`src/rtl/core/gfli_pkg.sv`:
```
// Shared types and constants of the gap fill linear interpolator.
// Used by gfli_divider and gap_fill_linear_interpolator; depends on nothing.
package gfli_pkg;

    localparam int TIME_W     = 32;
    localparam int VALUE_W    = 24;
    localparam int PERIOD_W   = 24;
    localparam int DIV_NUM_W  = 34;
    localparam int DIV_DEN_W  = 25;
    localparam int DIV_STEP_W = 6;

    localparam logic [PERIOD_W-1:0] PERIOD_RESET = 24'd1000;

    typedef enum logic [3:0] {
        S_IDLE,
        S_PASS,
        S_CNT_GO,
        S_CNT_WAIT,
        S_GAP_GO,
        S_GAP_WAIT,
        S_VAL_GO,
        S_VAL_WAIT,
        S_EMIT
    } t_state;

    typedef struct packed {
        logic                  start;
        logic [DIV_STEP_W-1:0] steps;
    } t_div_req;

    typedef struct packed {
        logic busy;
        logic done;
    } t_div_rsp;

endpackage

```
`src/rtl/core/gfli_divider.sv`:
```
// Restoring divider that produces one quotient bit per cycle.
// Depends on gfli_pkg for widths and the request and response structs.
module gfli_divider
    import gfli_pkg::*;
(
    input  logic                 i_clk,
    input  logic                 i_rst_n,
    input  t_div_req             i_req,
    input  logic [DIV_NUM_W-1:0] i_dividend,
    input  logic [DIV_DEN_W-1:0] i_divisor,
    output t_div_rsp             o_rsp,
    output logic [DIV_NUM_W-1:0] o_quotient,
    output logic [DIV_DEN_W-1:0] o_remainder
);

    logic                  r_busy;
    logic                  r_done;
    logic [DIV_STEP_W-1:0] r_cnt;
    logic [DIV_NUM_W-1:0]  r_num;
    logic [DIV_DEN_W-1:0]  r_den;
    logic [DIV_DEN_W-1:0]  r_rem;
    logic [DIV_NUM_W-1:0]  r_quo;

    logic [DIV_DEN_W:0]    w_trial;
    logic [DIV_DEN_W:0]    w_sub;
    logic                  w_ge;
    logic [DIV_DEN_W-1:0]  n_rem;

    // The dividend is left aligned; its top bit enters the partial remainder each step.
    always_comb begin
        w_trial = {r_rem, r_num[DIV_NUM_W-1]};
        w_ge    = (w_trial >= {1'b0, r_den});
        w_sub   = w_trial - {1'b0, r_den};
        n_rem   = w_ge ? w_sub[DIV_DEN_W-1:0] : w_trial[DIV_DEN_W-1:0];
    end

    always_ff @(posedge i_clk) begin
        if (!i_rst_n) begin
            r_busy <= 1'b0;
            r_done <= 1'b0;
            r_cnt  <= '0;
        end else begin
            r_done <= 1'b0;
            if (i_req.start) begin
                r_busy <= 1'b1;
                r_cnt  <= i_req.steps;
            end else if (r_busy) begin
                r_cnt <= r_cnt - DIV_STEP_W'(1);
                if (r_cnt == DIV_STEP_W'(1)) begin
                    r_busy <= 1'b0;
                    r_done <= 1'b1;
                end
            end
        end
    end

    always_ff @(posedge i_clk) begin
        if (i_req.start) begin
            r_num <= i_dividend;
            r_den <= i_divisor;
            r_rem <= '0;
            r_quo <= '0;
        end else if (r_busy) begin
            r_num <= {r_num[DIV_NUM_W-2:0], 1'b0};
            r_rem <= n_rem;
            r_quo <= {r_quo[DIV_NUM_W-2:0], w_ge};
        end
    end

    assign o_rsp.busy  = r_busy;
    assign o_rsp.done  = r_done;
    assign o_quotient  = r_quo;
    assign o_remainder = r_rem;

endmodule

```
`src/rtl/core/gap_fill_linear_interpolator.sv`:
```
// A stale sample is dropped as it is taken; the first sample after reset passes straight
// through. Any other sample runs a count division and ends there if its gap rounds to no
// point; else gap and value divisions follow on the shared bit-serial divider (34, 32 and
// 24 steps), then 1..MAX_FILL points leave, one per cycle while the output side takes them.
// One sample is in work at a time; the input is ready only between samples.
// Reset (synchronous, active low) clears the reference and sets gap_period to 1000.
module gap_fill_linear_interpolator
    import gfli_pkg::*;
#(
    parameter int MAX_FILL = 64
) (
    input  logic                       i_clk,
    input  logic                       i_rst_n,
    // Configuration write channel, always ready.
    input  logic                       i_cfg_valid,
    output logic                       o_cfg_ready,
    input  logic [PERIOD_W-1:0]        i_cfg_data,
    // Sample input channel.
    input  logic                       i_in_valid,
    output logic                       o_in_ready,
    input  logic [TIME_W-1:0]          i_sample_time,
    input  logic signed [VALUE_W-1:0]  i_sample_value,
    // Point output channel.
    output logic                       o_out_valid,
    input  logic                       i_out_ready,
    output logic [TIME_W-1:0]          o_out_time,
    output logic signed [VALUE_W-1:0]  o_out_value,
    output logic                       o_last_of_run
);

    // Width of a point count, which runs from 1 up to MAX_FILL.
    localparam int CW = $clog2(MAX_FILL + 1);

    // Control state.
    t_state               r_state, n_state;
    logic                 r_have_ref, n_have_ref;
    logic [TIME_W-1:0]    r_ref_time, n_ref_time;
    logic [VALUE_W-1:0]   r_ref_value, n_ref_value;
    logic [PERIOD_W-1:0]  r_gap_period;
    logic                 r_out_valid, n_out_valid;

    // Payload and working registers.
    logic [TIME_W-1:0]    r_smp_time, n_smp_time;
    logic [VALUE_W-1:0]   r_smp_value, n_smp_value;
    logic [TIME_W-1:0]    r_gap, n_gap;
    logic                 r_neg, n_neg;
    logic [VALUE_W-1:0]   r_mag, n_mag;
    logic [CW-1:0]        r_count, n_count;
    logic [TIME_W-1:0]    r_qg, n_qg;
    logic [CW-1:0]        r_rg, n_rg;
    logic [VALUE_W-1:0]   r_qd, n_qd;
    logic [CW-1:0]        r_rd, n_rd;
    logic [TIME_W-1:0]    r_acc_t, n_acc_t;
    logic [CW-1:0]        r_acc_tr, n_acc_tr;
    logic [VALUE_W-1:0]   r_acc_v, n_acc_v;
    logic [CW-1:0]        r_acc_vr, n_acc_vr;
    logic [CW-1:0]        r_idx, n_idx;
    logic [TIME_W-1:0]    r_out_time, n_out_time;
    logic [VALUE_W-1:0]   r_out_value, n_out_value;
    logic                 r_out_last, n_out_last;

    // Divider interface.
    t_div_req             w_div_req;
    t_div_rsp             w_div_rsp;
    logic [DIV_NUM_W-1:0] w_div_num;
    logic [DIV_DEN_W-1:0] w_div_den;
    logic [DIV_NUM_W-1:0] w_quo;
    logic [DIV_DEN_W-1:0] w_rem;

    // Helpers.
    logic                 w_out_free;
    logic [PERIOD_W-1:0]  w_period;
    logic [VALUE_W:0]     w_diff;
    logic [VALUE_W:0]     w_neg_diff;
    logic [CW:0]          w_tr_sum, w_tr_sub;
    logic [CW:0]          w_vr_sum, w_vr_sub;
    logic                 w_t_carry, w_v_carry;
    logic [VALUE_W-1:0]   w_v_step;
    logic [CW-1:0]        w_idx_inc;

    gfli_divider u_divider (
        .i_clk       (i_clk),
        .i_rst_n     (i_rst_n),
        .i_req       (w_div_req),
        .i_dividend  (w_div_num),
        .i_divisor   (w_div_den),
        .o_rsp       (w_div_rsp),
        .o_quotient  (w_quo),
        .o_remainder (w_rem)
    );

    // A period of zero behaves as a period of one tick.
    assign w_period = (r_gap_period == '0) ? PERIOD_W'(1) : r_gap_period;

    // The output register can take a new point when empty or when its point leaves now.
    assign w_out_free = !r_out_valid || i_out_ready;

    // Value difference to the reference, split into sign and magnitude so that the
    // interpolated step truncates toward zero.
    always_comb begin
        w_diff     = {r_smp_value[VALUE_W-1], r_smp_value}
                   - {r_ref_value[VALUE_W-1], r_ref_value};
        w_neg_diff = '0 - w_diff;
    end

    // Point i sits at floor(gap * i / count) past the reference. Instead of a division
    // per point, the quotient and remainder of gap / count are accumulated, and a
    // remainder overflow carries one tick into the quotient. The value works the same
    // way on the magnitude of the difference.
    always_comb begin
        w_tr_sum  = {1'b0, r_acc_tr} + {1'b0, r_rg};
        w_tr_sub  = w_tr_sum - {1'b0, r_count};
        w_t_carry = (w_tr_sum >= {1'b0, r_count});
        w_vr_sum  = {1'b0, r_acc_vr} + {1'b0, r_rd};
        w_vr_sub  = w_vr_sum - {1'b0, r_count};
        w_v_carry = (w_vr_sum >= {1'b0, r_count});
        w_v_step  = r_qd + VALUE_W'(w_v_carry);
        w_idx_inc = r_idx + CW'(1);
    end

    always_ff @(posedge i_clk) begin
        if (!i_rst_n) begin
            r_state      <= S_IDLE;
            r_have_ref   <= 1'b0;
            r_ref_time   <= '0;
            r_ref_value  <= '0;
            r_gap_period <= PERIOD_RESET;
            r_out_valid  <= 1'b0;
        end else begin
            r_state     <= n_state;
            r_have_ref  <= n_have_ref;
            r_ref_time  <= n_ref_time;
            r_ref_value <= n_ref_value;
            r_out_valid <= n_out_valid;
            if (i_cfg_valid && o_cfg_ready) begin
                r_gap_period <= i_cfg_data;
            end
        end
    end

    always_ff @(posedge i_clk) begin
        r_smp_time  <= n_smp_time;
        r_smp_value <= n_smp_value;
        r_gap       <= n_gap;
        r_neg       <= n_neg;
        r_mag       <= n_mag;
        r_count     <= n_count;
        r_qg        <= n_qg;
        r_rg        <= n_rg;
        r_qd        <= n_qd;
        r_rd        <= n_rd;
        r_acc_t     <= n_acc_t;
        r_acc_tr    <= n_acc_tr;
        r_acc_v     <= n_acc_v;
        r_acc_vr    <= n_acc_vr;
        r_idx       <= n_idx;
        r_out_time  <= n_out_time;
        r_out_value <= n_out_value;
        r_out_last  <= n_out_last;
    end

    // Sequencer: count division, gap division, value division, then point emission.
    always_comb begin
        n_state     = r_state;
        n_have_ref  = r_have_ref;
        n_ref_time  = r_ref_time;
        n_ref_value = r_ref_value;
        n_out_valid = r_out_valid && !i_out_ready;
        n_smp_time  = r_smp_time;
        n_smp_value = r_smp_value;
        n_gap       = r_gap;
        n_neg       = r_neg;
        n_mag       = r_mag;
        n_count     = r_count;
        n_qg        = r_qg;
        n_rg        = r_rg;
        n_qd        = r_qd;
        n_rd        = r_rd;
        n_acc_t     = r_acc_t;
        n_acc_tr    = r_acc_tr;
        n_acc_v     = r_acc_v;
        n_acc_vr    = r_acc_vr;
        n_idx       = r_idx;
        n_out_time  = r_out_time;
        n_out_value = r_out_value;
        n_out_last  = r_out_last;

        o_in_ready      = 1'b0;
        w_div_req.start = 1'b0;
        w_div_req.steps = '0;
        w_div_num       = '0;
        w_div_den       = '0;

        unique case (r_state)
            S_IDLE: begin
                o_in_ready = 1'b1;
                if (i_in_valid) begin
                    n_smp_time  = i_sample_time;
                    n_smp_value = i_sample_value;
                    n_gap       = i_sample_time - r_ref_time;
                    if (!r_have_ref) begin
                        n_state = S_PASS;
                    end else if (i_sample_time > r_ref_time) begin
                        n_state = S_CNT_GO;
                    end
                end
            end
            S_PASS: begin
                if (w_out_free) begin
                    n_out_valid = 1'b1;
                    n_out_time  = r_smp_time;
                    n_out_value = r_smp_value;
                    n_out_last  = 1'b1;
                    n_have_ref  = 1'b1;
                    n_ref_time  = r_smp_time;
                    n_ref_value = r_smp_value;
                    n_state     = S_IDLE;
                end
            end
            S_CNT_GO: begin
                // count = floor((2 * gap + period) / (2 * period))
                w_div_req.start = 1'b1;
                w_div_req.steps = DIV_STEP_W'(DIV_NUM_W);
                w_div_num = DIV_NUM_W'({r_gap, 1'b0}) + DIV_NUM_W'(w_period);
                w_div_den = {w_period, 1'b0};
                n_neg     = w_diff[VALUE_W];
                n_mag     = w_diff[VALUE_W] ? w_neg_diff[VALUE_W-1:0]
                                            : w_diff[VALUE_W-1:0];
                n_state   = S_CNT_WAIT;
            end
            S_CNT_WAIT: begin
                if (w_div_rsp.done) begin
                    if (w_quo == '0) begin
                        // Gap rounds to no points: the reference stays.
                        n_state = S_IDLE;
                    end else begin
                        n_count = (w_quo > DIV_NUM_W'(MAX_FILL)) ? CW'(MAX_FILL)
                                                                 : w_quo[CW-1:0];
                        n_state = S_GAP_GO;
                    end
                end
            end
            S_GAP_GO: begin
                w_div_req.start = 1'b1;
                w_div_req.steps = DIV_STEP_W'(TIME_W);
                w_div_num = {r_gap, {(DIV_NUM_W - TIME_W){1'b0}}};
                w_div_den = DIV_DEN_W'(r_count);
                n_state   = S_GAP_WAIT;
            end
            S_GAP_WAIT: begin
                if (w_div_rsp.done) begin
                    n_qg    = w_quo[TIME_W-1:0];
                    n_rg    = w_rem[CW-1:0];
                    n_state = S_VAL_GO;
                end
            end
            S_VAL_GO: begin
                w_div_req.start = 1'b1;
                w_div_req.steps = DIV_STEP_W'(VALUE_W);
                w_div_num = {r_mag, {(DIV_NUM_W - VALUE_W){1'b0}}};
                w_div_den = DIV_DEN_W'(r_count);
                n_state   = S_VAL_WAIT;
            end
            S_VAL_WAIT: begin
                if (w_div_rsp.done) begin
                    n_qd     = w_quo[VALUE_W-1:0];
                    n_rd     = w_rem[CW-1:0];
                    n_acc_t  = r_ref_time;
                    n_acc_tr = '0;
                    n_acc_v  = r_ref_value;
                    n_acc_vr = '0;
                    n_idx    = '0;
                    n_state  = S_EMIT;
                end
            end
            S_EMIT: begin
                if (w_out_free) begin
                    n_acc_t  = r_acc_t + r_qg + TIME_W'(w_t_carry);
                    n_acc_tr = w_t_carry ? w_tr_sub[CW-1:0] : w_tr_sum[CW-1:0];
                    n_acc_v  = r_neg ? (r_acc_v - w_v_step) : (r_acc_v + w_v_step);
                    n_acc_vr = w_v_carry ? w_vr_sub[CW-1:0] : w_vr_sum[CW-1:0];
                    n_idx    = w_idx_inc;

                    n_out_valid = 1'b1;
                    n_out_time  = n_acc_t;
                    n_out_value = n_acc_v;
                    n_out_last  = (w_idx_inc == r_count);

                    // The final point lands on the sample, which becomes the reference.
                    if (w_idx_inc == r_count) begin
                        n_ref_time  = r_smp_time;
                        n_ref_value = r_smp_value;
                        n_state     = S_IDLE;
                    end
                end
            end
            default: begin
                n_state = S_IDLE;
            end
        endcase
    end

    assign o_cfg_ready   = 1'b1;
    assign o_out_valid   = r_out_valid;
    assign o_out_time    = r_out_time;
    assign o_out_value   = r_out_value;
    assign o_last_of_run = r_out_last;

endmodule
```
`config.mk`:
```
export PLATFORM = sky130hd
export DESIGN_NAME = gap_fill_linear_interpolator
export DESIGN_NICKNAME = d
export VERILOG_FILES = /design/src/rtl/core/gfli_pkg.sv /design/src/rtl/core/gfli_divider.sv /design/src/rtl/core/gap_fill_linear_interpolator.sv
export SDC_FILE = /design/constraint.sdc
export NUM_CORES = 1
export LEC_CHECK = 0
export ABC_AREA = 1
export BUFFER_PORTS_ARGS = -buffer_cell sky130_fd_sc_hd__buf_2
export CAP_MARGIN = 10
export CELL_PAD_IN_SITES_DETAIL_PLACEMENT = 1
export CELL_PAD_IN_SITES_GLOBAL_PLACEMENT = 1
export CORE_ASPECT_RATIO = 0.75
export CORE_MARGIN = 4
export CORE_UTILIZATION = 45
export DETAILED_ROUTE_END_ITERATION = 12
export PLACE_DENSITY = 0.84
export SYNTH_ARGS = -nofsm -noshare
export SYNTH_HDL_FRONTEND = slang
export SYNTH_SLANG_ARGS = --single-unit
export TNS_END_PERCENT = 1
```
`constraint.sdc`:
```
create_clock -name i_clk -period 12.48 [get_ports i_clk]
set_clock_uncertainty 0.1 [all_clocks]
set_input_delay 1.248 -clock i_clk [delete_from_list [all_inputs] [get_ports i_clk]]
set_output_delay 1.248 -clock i_clk [all_outputs]
set_load 0.005 [all_outputs]
```
* After elaboration in Yosys (flattened, before gate mapping)
Cells that the tools add are included.
W data, S select, Z words.
** Word-level totals
- Register bits after elaboration :: 536
- Bits in latches :: 0
- Output and inout bits :: 60
- Memory bits (read-only) :: 0
- Word-level logic and storage cells :: 152
- Memories kept :: 0
- RAM bits :: 0
- Input bits :: 85
** Operators by class
- $mul :: 0
- Eq/ne operators :: 18
- Order comparisons :: 5
- Shift-type cells :: 0
- Multiplexer cells :: 57
- Bitwise gates (word level) :: 3
- Reductions and logical operators :: 22
- $add $sub $neg :: 16
- Div/mod/pow operators :: 0
** Operator list (count)
- $mux W24 :: 8
- $pmux W32 S2 :: 3
- $mux W32 :: 5
- $pmux W24 S2 :: 3
- $pmux W34 S3 :: 1
- $mux W34 :: 2
- $pmux W25 S2 :: 1
- $mux W7 :: 6
- $pmux W7 S2 :: 3
- $mux W4 :: 9
- $pmux W4 S9 :: 1
- $add A33 B24 Y34 :: 1
- $gt A34 B7 Y1 const B :: 1
- $logic_not A34 Y1 :: 1
- $add A32 B1 Y32 :: 1
- $add A32 B32 Y32 :: 1
- $gt A32 B32 Y1 :: 1
- $sub A32 B32 Y32 :: 1
- $ge A26 B25 Y1 :: 1
- $mux W25 :: 1
- $sub A24 B24 Y25 :: 1
- $sub A25 B25 Y25 :: 1
- $add A24 B1 Y24 :: 1
- $add A24 B24 Y24 :: 1
- 34 further kinds :: 66

* Longest topological paths before layout
Gate-level depths: netlist of run 1.
- Depth in word-level cells :: 7
- Gate-level depth with buffers :: 42
- Mapped depth without buffers :: 41

* By module
From an unflattened synthesis of run 1, not the netlist that was laid out.
** Unflattened totals
- Cell total of the unflattened synthesis :: 4189
- Area total of the unflattened synthesis :: 33050.4 µm²
** Modules (own cells, without submodules)
- gap_fill_linear_interpolator :: area each 26232.7 µm², instances 1, sequential area each 11451.0 µm², cells an instance 3258
- gfli_divider :: area each 6817.8 µm², instances 1, sequential area each 3113.0 µm², cells an instance 931

* Worst setup path after synthesis of run 1
Ideal clock, no wire load.
- Path type :: input to register
- Start point :: input port i_out_ready
- End point :: register r_acc_t[0] (enable)
- Data required time :: 11.762 ns
- Cell stages on the path :: 2
- Buffers on the path :: 0
- Setup slack :: 5.046 ns
- Library setup time :: 0.618 ns
- Arrival time :: 6.716 ns
- Cell sequence :: nor2_1 o21ai_0
** On the way
- Cells in the longest elaborated chain, start to end :: 3
** RTL lines
- from (decl) :: line gap_fill_linear_interpolator.sv:25 : input logic i_out_ready,
- $logic_or A1 B1 Y1 :: line gap_fill_linear_interpolator.sv:96 : assign w_out_free = !r_out_valid || i_out_ready;
- $ne A2 B2 Y1 (no source line)
- $reduce_and A3 Y1 (no source line)
- to (signal assigned) :: line gap_fill_linear_interpolator.sv:152 : r_acc_t <= n_acc_t;
- to (decl) :: line gap_fill_linear_interpolator.sv:53 : logic [TIME_W-1:0] r_acc_t, n_acc_t;
Every way passes these cells.
A chain may end at the register's enable or synchronous reset.

* Worst setup path after layout of run 1
- Start point :: register r_rd[2]
- End point :: register r_acc_v[22], data pin
** On the way
- Cells in the longest elaborated chain, start to end :: 7
- Elaborated cells on any way between the ends :: 8
- Classes of those cells :: add/sub: 4; order compare: 1; mux: 3
** RTL lines
- from (decl) :: line gap_fill_linear_interpolator.sv:52 : logic [CW-1:0] r_rd, n_rd;
- from (signal assigned) :: line gap_fill_linear_interpolator.sv:151 : r_rd <= n_rd;
- $add A7 B7 Y8 * :: line gap_fill_linear_interpolator.sv:114 : w_vr_sum = {1'b0, r_acc_vr} + {1'b0, r_rd};
- $ge A8 B7 Y1 * :: line gap_fill_linear_interpolator.sv:116 : w_v_carry = (w_vr_sum >= {1'b0, r_count});
- $add A24 B1 Y24 * :: line gap_fill_linear_interpolator.sv:117 : w_v_step = r_qd + VALUE_W'(w_v_carry);
- $add A24 B24 Y24 or $sub A24 B24 Y24 (tied branches) :: line gap_fill_linear_interpolator.sv:280 : n_acc_v = r_neg ? (r_acc_v - w_v_step) : (r_acc_v + w_v_step);
- $mux W24 * :: line gap_fill_linear_interpolator.sv:280
- $mux W24 * :: line gap_fill_linear_interpolator.sv:277 : if (w_out_free) begin
- $pmux W24 S2 * :: line gap_fill_linear_interpolator.sv:194 : unique case (r_state)
- named net n_acc_v[22] :: line gap_fill_linear_interpolator.sv:55 : logic [VALUE_W-1:0] r_acc_v, n_acc_v;
- to (signal assigned) :: line gap_fill_linear_interpolator.sv:154 : r_acc_v <= n_acc_v;
- to (decl) :: line gap_fill_linear_interpolator.sv:55
Mark *: on every way through the listed nets, which the timed path passes. The rest lies on a longest branch. The select of a mux whose other input is x is not followed.

==> results of run 1 <==
-- stage by stage --
stage / std cells / setup slack [ns]
after floorplan: 3879 / 5.05
after global placement: 4878 / 5.86
after detailed placement: 4878 / 5.61
after CTS: 4985 / 5.47
after global routing: 4985 / 4.78
final: 4986 / 5.45
-- logic make-up (layout without fill, tap and decap cells) --
logic type,Yosys count,in the layout
AND/OR/NAND/NOR,1534,1534
AO/OA/AOI/OAI,849,849
buffers and inverters,615,775
flip-flops,536,536
adder cells (fa/ha/maj),203,203
XOR/XNOR,141,141
other,1,2
-- synthesized netlist by cell type, drive strengths merged (14+ instances only) --
cell type / n / area, um2
nor2: 344 / 1390
buf: 25 / 149
xor2: 84 / 743
o21ai: 335 / 1700
inv: 504 / 1890
a32o: 18 / 180
nand4: 54 / 344
xnor2: 57 / 499
edfxtp: 383 / 11500
nor3: 33 / 170
nand2: 887 / 3390
clkbuf: 84 / 315
ha: 192 / 2400
o21bai: 26 / 195
a21o: 17 / 128
nand3: 174 / 921
dfxtp: 153 / 3060
o22ai: 37 / 231
a21oi: 339 / 1700
or2: 14 / 87.6
a31oi: 21 / 131
-- report_power, final --
group / internal [W] / switching, W
clock: 0.00118 / 0.000790
sequential: 0.00250 / 0.000245
combinational: 0.000973 / 0.00231
total: 0.00466 / 0.00334
-- critical path: cells and delay by family (launching register included) --
family / cells / cell delay [ns]
XOR/XNOR: 2 / 0.26
AND/OR/NAND/NOR: 24 / 3.17
flip-flops: 1 / 0.37
AO/OA/AOI/OAI: 7 / 1.19
buffers and inverters: 2 / 0.14
adder cells (fa/ha/maj): 4 / 1.48
-- sequential cells by signal, indices dropped and copies added (netlist names), 25 cells and up --
name,flops
u_divider.r_den,25
r_gap,32
r_ref_time,32
u_divider.r_num,34
u_divider.o_quotient,34
r_qg,32
o_out_time,32
u_divider.o_remainder,25
r_acc_t,32
r_smp_time,32
-- per-layer routing --
layer | vias up | GRT usage (%) | share of wire, %
met1 | 14000 | 40.5 | 45
met2 | 975 | 46.0 | 45
met3 | 169 | 4.81 | 7.1
li1 | 13300 | - | -
met5 | - | 0 | 0
met4 | 0 | 8.06 | 2.8
-- cell type report --
| type | instances | area (um2) |
|---|---|---|
| clock buffer | 74 | 1680 |
| clock inverter | 33 | 494 |
| antenna | 1 | 2.50 |
| fill | 8423 | 34500 |
| sequential | 536 | 14600 |
| tap | 946 | 1180 |
| timing repair buffer | 162 | 858 |
| multi-input combinational | 2728 | 15200 |
| inverter | 506 | 1900 |
-- how the worst min path moves through the flow --
stage | from | endpoint | slack [ns] | cells past startpoint
2_1_floorplan | u_divider.o_quotient[24]$_SDFFE_PN0P_ | r_qg[24]$_DFFE_PP_ | 0.31 | 0
3_3_place_gp | u_divider.o_quotient[24]$_SDFFE_PN0P_ | r_qg[24]$_DFFE_PP_ | 0.31 | 0
3_5_place_dp | u_divider.o_quotient[25]$_SDFFE_PN0P_ | r_qg[25]$_DFFE_PP_ | 0.32 | 0
4_1_cts | u_divider.o_quotient[24]$_SDFFE_PN0P_ | r_qg[24]$_DFFE_PP_ | 0.35 | 0
5_1_grt | u_divider.o_quotient[24]$_SDFFE_PN0P_ | r_qg[24]$_DFFE_PP_ | 0.37 | 0
6_report | u_divider.o_quotient[24]$_SDFFE_PN0P_ | r_qg[24]$_DFFE_PP_ | 0.35 | 0
-- placed cells by master (no fill, tap or decap), types with 37 or more instances in the layout --
cell,Yosys,routed
sky130_fd_sc_hd__xor2_1,83,83
sky130_fd_sc_hd__xnor2_1,57,57
sky130_fd_sc_hd__nand3_1,164,163
sky130_fd_sc_hd__nor2_1,319,314
sky130_fd_sc_hd__dfxtp_1,153,153
sky130_fd_sc_hd__ha_1,192,192
sky130_fd_sc_hd__nand4_1,53,53
sky130_fd_sc_hd__inv_1,492,492
sky130_fd_sc_hd__edfxtp_1,383,383
sky130_fd_sc_hd__clkbuf_16,0,63
sky130_fd_sc_hd__buf_2,17,143
sky130_fd_sc_hd__a21oi_1,339,339
sky130_fd_sc_hd__nand2_1,863,862
sky130_fd_sc_hd__o21ai_0,321,320
sky130_fd_sc_hd__o22ai_1,37,37
==> qor.tcl, run 1 <==
set qor(critical-path-top-cell-by-count) {sky130_fd_sc_hd__nand2_1}
set qor(post-cts-setup-buffer-count) 0
set qor(post_synth_inst_count) 3879
set qor(async_reset_ff_share_pct) 0
set qor(timing.critical_path.from) {r_rd[2]$_DFFE_PP_}
set qor(clk_latency_ns) 0.65
set qor(yosys.area_share.adder_pct) 8.19
set qor(clkSinkCount) 536
set qor(horizontal_die_dimension_um) 316
set qor(synth_edf_count) 383
set qor(synth_seq_cells) 536
set qor(gr-total-overflow) 0
set qor(drt_iter0_markers) 2576
set qor(timing.max_cap.violations) 0
set qor(drt-pass1-iter-count) 6
set qor(arr_time_crit_path_ns) 7.29
set qor(postCtsResizedCells) 0
set qor(dr_wl_cell_um) 22.2
set qor(remaining_max_slew_budget_at_the_tightest_pin_pct) 23.4
set qor(areaGrowthSynthToFinish_pct) 11.9
set qor(number_of_warnings_reported_in_the_yosys_synthesis_log) 0
set qor(io_buffer_count) 143
set qor(via_count) 28500
set qor(synth_top_family_by_area) {simple AND/OR/NAND/NOR gates}
set qor(core_area_um2) 70300
set qor(synthesized_area_fraction_occupied_by_ao_oa_aoi_and_oai_cells_pct) 14.7
set qor(path_clk_slew_ns) 0.07
set qor(timing.hold.worst.class) {register to register}
set qor(synth.yosys.seq_area_share_pct) 45.5
set qor(effective_utilization_at_floorplan_pct) 45.5
set qor(pin_count) 145
set qor(cts_inserted_buffers) 57
set qor(synth_simple_gate_area_share_pct) 20.3
set qor(postSynth.topFlopCell) {sky130_fd_sc_hd__edfxtp_1}
set qor(hold-worst-slack_ns) 0.355
set qor(clock_period_minus_worst_slack_ns) 7.03
set qor(syn_avg_cell_area_um2) 8.25
set qor(row_count) 84
set qor(route.detailed.drc) 0
set qor(critical_path.reg2reg.endpoint) {r_acc_v[22]$_DFFE_PP_}
set qor(synthXorXnorAreaFrac_pct) 3.88
set qor(fin_crit_share_pct) 56.3
set qor(final-setup-viol-count) 0
set qor(nets) 4279
set qor(run_status) {completed}
set qor(clockBufferDepth) 3
set qor(die-height_um) 239
set qor(cts_hold_repair.buffers) 0
set qor(synthesized_net_count) 4167
set qor(drtAntennaViolNets) 0
set qor(antenna_found_initial) 2
set qor(drive_above_1_share_pct) 9.04
set qor(required_ns) 12.75
set qor(hold_violation_count_in_the_final_report) 0
set qor(critical_path_class) {register to register}
set qor(cellLeakagePower_nw) 15.4
set qor(startpoint_type) {register}
set qor(timing_max_transition_violations_final) 0
set qor(worst-r2r-setup-slack_ns) 5.45
set qor(worst_ir_drop_vdd_v) 0.000176
set qor(post-route-util_pct) 51.0
set qor(worst_r2r_startpoint) {r_rd[2]$_DFFE_PP_}
set qor(cts_root_buffer) {sky130_fd_sc_hd__clkbuf_16}
set qor(worstPathMaxFanout) 12
set qor(power_density_nw_per_um2) 223
set qor(setup.worst_path.end) {r_acc_v[22]$_DFFE_PP_}
set qor(muxShareOfSynthArea_pct) 0
set qor(mappedNetlistArea_um2) 32000
set qor(tns_ns) 0
set qor(tightestPinTransition_ns) 1.15
set qor(synthDistinctLibCells) 59
set qor(length_in_cells_of_the_worst_reg_to_reg_path) 39
set qor(stdcell_area_um2) 35800
set qor(grt_first_pass_wirelength_um) 169000
set qor(cts_tree) {done}
set qor(htree_levels) 2
set qor(maximum_number_of_pins_on_one_net_before_global_route_repair) 85
set qor(max_stage_delay_ns) 0.47
set qor(p_total_w) 0.00800
set qor(clock.fmax_mhz) 142
set qor(grt_setup_unrepaired) {no}
set qor(cpMaxStageDelayCell) {sky130_fd_sc_hd__nand2_1}
set qor(viasPerCell) 5.71
set qor(area_post_placement_um2) 33700
set qor(floorplan.die_area_um2) 75500
set qor(place.gp.congestion) 0.934
set qor(worstSetupEndpointType) {register}
set qor(wirelength_um) 111000
set qor(dp.final_hpwl_um) 82800
set qor(grt_pass1_vias) 28900
set qor(grt_use_total_pct) 28.8
Power figures use the tool's default switching activity.
==> run 2, diff against run 1 <==
- CORE_UTILIZATION: 45 -> 43
- clock period: 12.48 -> 6.35 ns (I/O delays scaled with it)
==> run 2 against run 1 <==
  * Sequential cell count is the same
  * Cell count up 1.7%
  * Critical path depth fell by 1
  * Count of clock-buffer cells in the layout up 8
  * Design area increased by 1.8%
  * Critical path type unchanged
  * Largest power group unchanged
==> qor.tcl, run 2 (same netlist as run 1, synthesis figures left out) <==
set qor(startpoint_type) {register}
set qor(drt-pass1-iter-count) 5 ;# -1
set qor(clkSinkCount) 536 ;# unchanged
set qor(timing.critical_path.from) {r_rd[0]$_DFFE_PP_}
set qor(cellLeakagePower_nw) 15.6 ;# +1.8%
set qor(path_clk_slew_ns) 0.06 ;# about the same
set qor(max_stage_delay_ns) 0.37 ;# -0.10 ns
set qor(power.share.clock_pct) 23.5 ;# -1.1 points
set qor(mostFrequentLayoutCell) {sky130_fd_sc_hd__nand2_1}
set qor(clock.fmax_mhz) 164 ;# +15%
set qor(grt_use_total_pct) 27.5 ;# -1.2 points
set qor(areaGrowthSynthToFinish_pct) 13.9
set qor(clock_period_minus_worst_slack_ns) 6.10 ;# -0.927 ns
set qor(critical_path_class) {register to register}
set qor(timing.hold.worst.class) {primary input to register}
set qor(worst_ir_drop_vdd_v) 0.000261 ;# +49%
set qor(register_area_um2) 14600 ;# unchanged
set qor(seq_power_share_pct) 34.7 ;# +0.3 points
set qor(timing_max_transition_violations_final) 0 ;# unchanged
set qor(pin_count) 145 ;# unchanged
set qor(grt_pass1_vias) 28900 ;# -0.25%
set qor(arr_time_crit_path_ns) 6.40 ;# -0.89 ns
set qor(stdcell_count) 5071 ;# +1.7%
set qor(required_ns) 6.65 ;# -6.10 ns
set qor(setup.worst_path.end) {r_acc_v[23]$_DFFE_PP_}
set qor(drive_above_1_share_pct) 11.6 ;# +2.5 points
set qor(netSwitchingPower_w) 0.00659 ;# +97%
set qor(effective_utilization_at_floorplan_pct) 43.5 ;# -2.0 points
set qor(dp.cells) 4943 ;# +1.3%
set qor(critical-path-top-cell-by-count) {sky130_fd_sc_hd__nand2_1}
set qor(clk_latency_ns) 0.66 ;# about the same
set qor(fin_crit_share_pct) 96.1 ;# +40 points
set qor(cpMaxStageDelayCell) {sky130_fd_sc_hd__edfxtp_1}
set qor(sw_frac_of_total_pct) 42.3 ;# +0.55 points
set qor(timing.max_cap.violations) 0 ;# unchanged
set qor(route.detailed.drc) 0 ;# unchanged
set qor(grt_first_pass_wirelength_um) 169000 ;# -0.18%
set qor(worst-r2r-setup-slack_ns) 0.25 ;# -5.20 ns
set qor(via_count) 28600 ;# +0.44%
set qor(post-route-util_pct) 49.6 ;# -1.4 points
set qor(row_count) 86 ;# +2.4%
set qor(tns_ns) 0 ;# unchanged
set qor(final-setup-viol-count) 0 ;# unchanged
set qor(final.fill_count) 8878 ;# +5.4%
set qor(horizontal_die_dimension_um) 323 ;# +2.2%
set qor(length_in_cells_of_the_worst_reg_to_reg_path) 38 ;# -2.6%
set qor(cts_tree) {done}
set qor(cts_root_buffer) {sky130_fd_sc_hd__clkbuf_16}
set qor(tightestPinTransition_ns) 1.11 ;# -0.0409 ns
set qor(power_frac_comb_pct) 41.8 ;# +0.8 points
set qor(die-height_um) 244 ;# +2.2%
set qor(remaining_max_slew_budget_at_the_tightest_pin_pct) 26.1 ;# +2.7 points
set qor(p_total_w) 0.0156 ;# +95%
set qor(internal_power_w) 0.00898 ;# +93%
set qor(clockBufferDepth) 3 ;# unchanged
set qor(most-common-layout-cells) {sky130_fd_sc_hd__nand2_1, sky130_fd_sc_hd__inv_1, sky130_fd_sc_hd__edfxtp_1, sky130_fd_sc_hd__a21oi_1, sky130_fd_sc_hd__nor2_1}
set qor(gr-total-overflow) 0 ;# unchanged
set qor(run_status) {completed}
set qor(critical_path.reg2reg.endpoint) {r_acc_v[23]$_DFFE_PP_}
set qor(drt_iter0_markers) 2417 ;# -6.2%
set qor(dp.final_hpwl_um) 83300 ;# +0.66%
set qor(wirelength_um) 111000 ;# +0.15%
set qor(core_area_um2) 73600 ;# +4.7%
set qor(htree_levels) 2 ;# unchanged
set qor(cts_inserted_buffers) 58 ;# +1.8%
set qor(grt_setup_unrepaired) {yes}
set qor(dr_wl_cell_um) 21.8 ;# -1.5%
set qor(maximum_number_of_pins_on_one_net_before_global_route_repair) 74 ;# -13%
set qor(worst_r2r_startpoint) {r_rd[0]$_DFFE_PP_}
set qor(place.gp.congestion) 0.938 ;# +0.37%
set qor(worstSetupEndpointType) {register}
set qor(viasPerCell) 5.64 ;# -1.2%
set qor(worstPathMaxFanout) 4 ;# -8
set qor(io_buffer_count) 143 ;# unchanged
set qor(antenna_found_initial) 1 ;# -1
set qor(floorplan.die_area_um2) 78900 ;# +4.5%
set qor(hold_violation_count_in_the_final_report) 0 ;# unchanged
set qor(power_density_nw_per_um2) 427 ;# +91%
set qor(multi_input_area_um2) 15400 ;# +1.8%
set qor(nets) 4340 ;# +1.4%
set qor(drtAntennaViolNets) 0 ;# unchanged
run 2: cell types whose count changed in the layout (fill, tap and decap cells not counted), moves of 6 or more:
cell	change
sky130_fd_sc_hd__a21oi_2	+14
sky130_fd_sc_hd__a21oi_1	-14
sky130_fd_sc_hd__o21ai_0	-13
sky130_fd_sc_hd__buf_4	+60
sky130_fd_sc_hd__ha_1	-6
sky130_fd_sc_hd__nand3_1	-6
sky130_fd_sc_hd__nand2_1	-7
sky130_fd_sc_hd__o21ai_1	+11
sky130_fd_sc_hd__bufinv_16	-7
run 2: critical path, delay by kind of cell (launching register included):
kind / cells / cell delay, ns
buffers and inverters: 4 / 0.34
xor gates and xnor gates: 2 / 0.33
AOI/OAI and AO/OA: 4 / 0.70
adders and majority gates: 5 / 1.46
DFF: 1 / 0.37
and+or+nand+nor: 23 / 2.54
run 2: how the worst min path moves through the flow:
| stage | startpoint | endpoint | depth (start not counted) |
|---|---|---|---|
| floorplan | u_divider.o_quotient[24]$_SDFFE_PN0P_ | r_qg[24]$_DFFE_PP_ | 0 |
| global placement | u_divider.o_quotient[25]$_SDFFE_PN0P_ | r_qg[25]$_DFFE_PP_ | 0 |
| detailed placement | u_divider.o_quotient[25]$_SDFFE_PN0P_ | r_qg[25]$_DFFE_PP_ | 0 |
| CTS | i_sample_time[6] | r_smp_time[6]$_DFFE_PP_ | 1 |
| global route | i_sample_time[6] | r_smp_time[6]$_DFFE_PP_ | 1 |
| finish | i_sample_time[6] | r_smp_time[6]$_DFFE_PP_ | 1 |
run 2: cell type report:
cell class,instances,share of cell area [%]
Timing Repair Buffer,222,3.59
Clock buffer,82,4.79
Clock inverter,28,0.854
Tap cell,968,3.32
Sequential cell,536,39.9
Antenna cell,1,0.00686
Multi-Input combinational cell,2728,42.3
Inverter,506,5.21
run 2: timing repair:
item                                    in CTS  in global routing
gates resized for setup                      9                 65
pin swaps                                    2                 31
setup buffers                                0                 17
endpoints found under the setup margin      13                 46
hold buffers                                 0                  0
run 2: power groups by stage:
stage                     clock, W  sequential [W]  combinational (W)
final                      0.00366         0.00541            0.00650
after global routing       0.00386         0.00546            0.00722
after CTS                  0.00370         0.00539            0.00641
after detailed placement         0         0.00545            0.00632
after global placement           0         0.00541            0.00609
after floorplan                  0         0.00525            0.00437
run 2: metal layers:
layer / vias up / track usage (%) / wire [um]
met4: 2 / 8.96 / 3600
li1: 13500 / - / -
met2: 879 / 44.0 / 50100
met1: 14100 / 38.4 / 49900
met5: - / 0 / 11
met3: 189 / 4.31 / 7150
run 2: metrics by stage:
step	hold slack, ns	setup slack (ns)	instance area (um2)
after CTS	0.0440	0.0237	36100
after global placement	0.312	0.116	34000
after detailed placement	0.336	-0.244	34000
after floorplan	0.308	0.546	32000
final	0.0805	0.250	36500
after global routing	0.0584	-0.154	36500
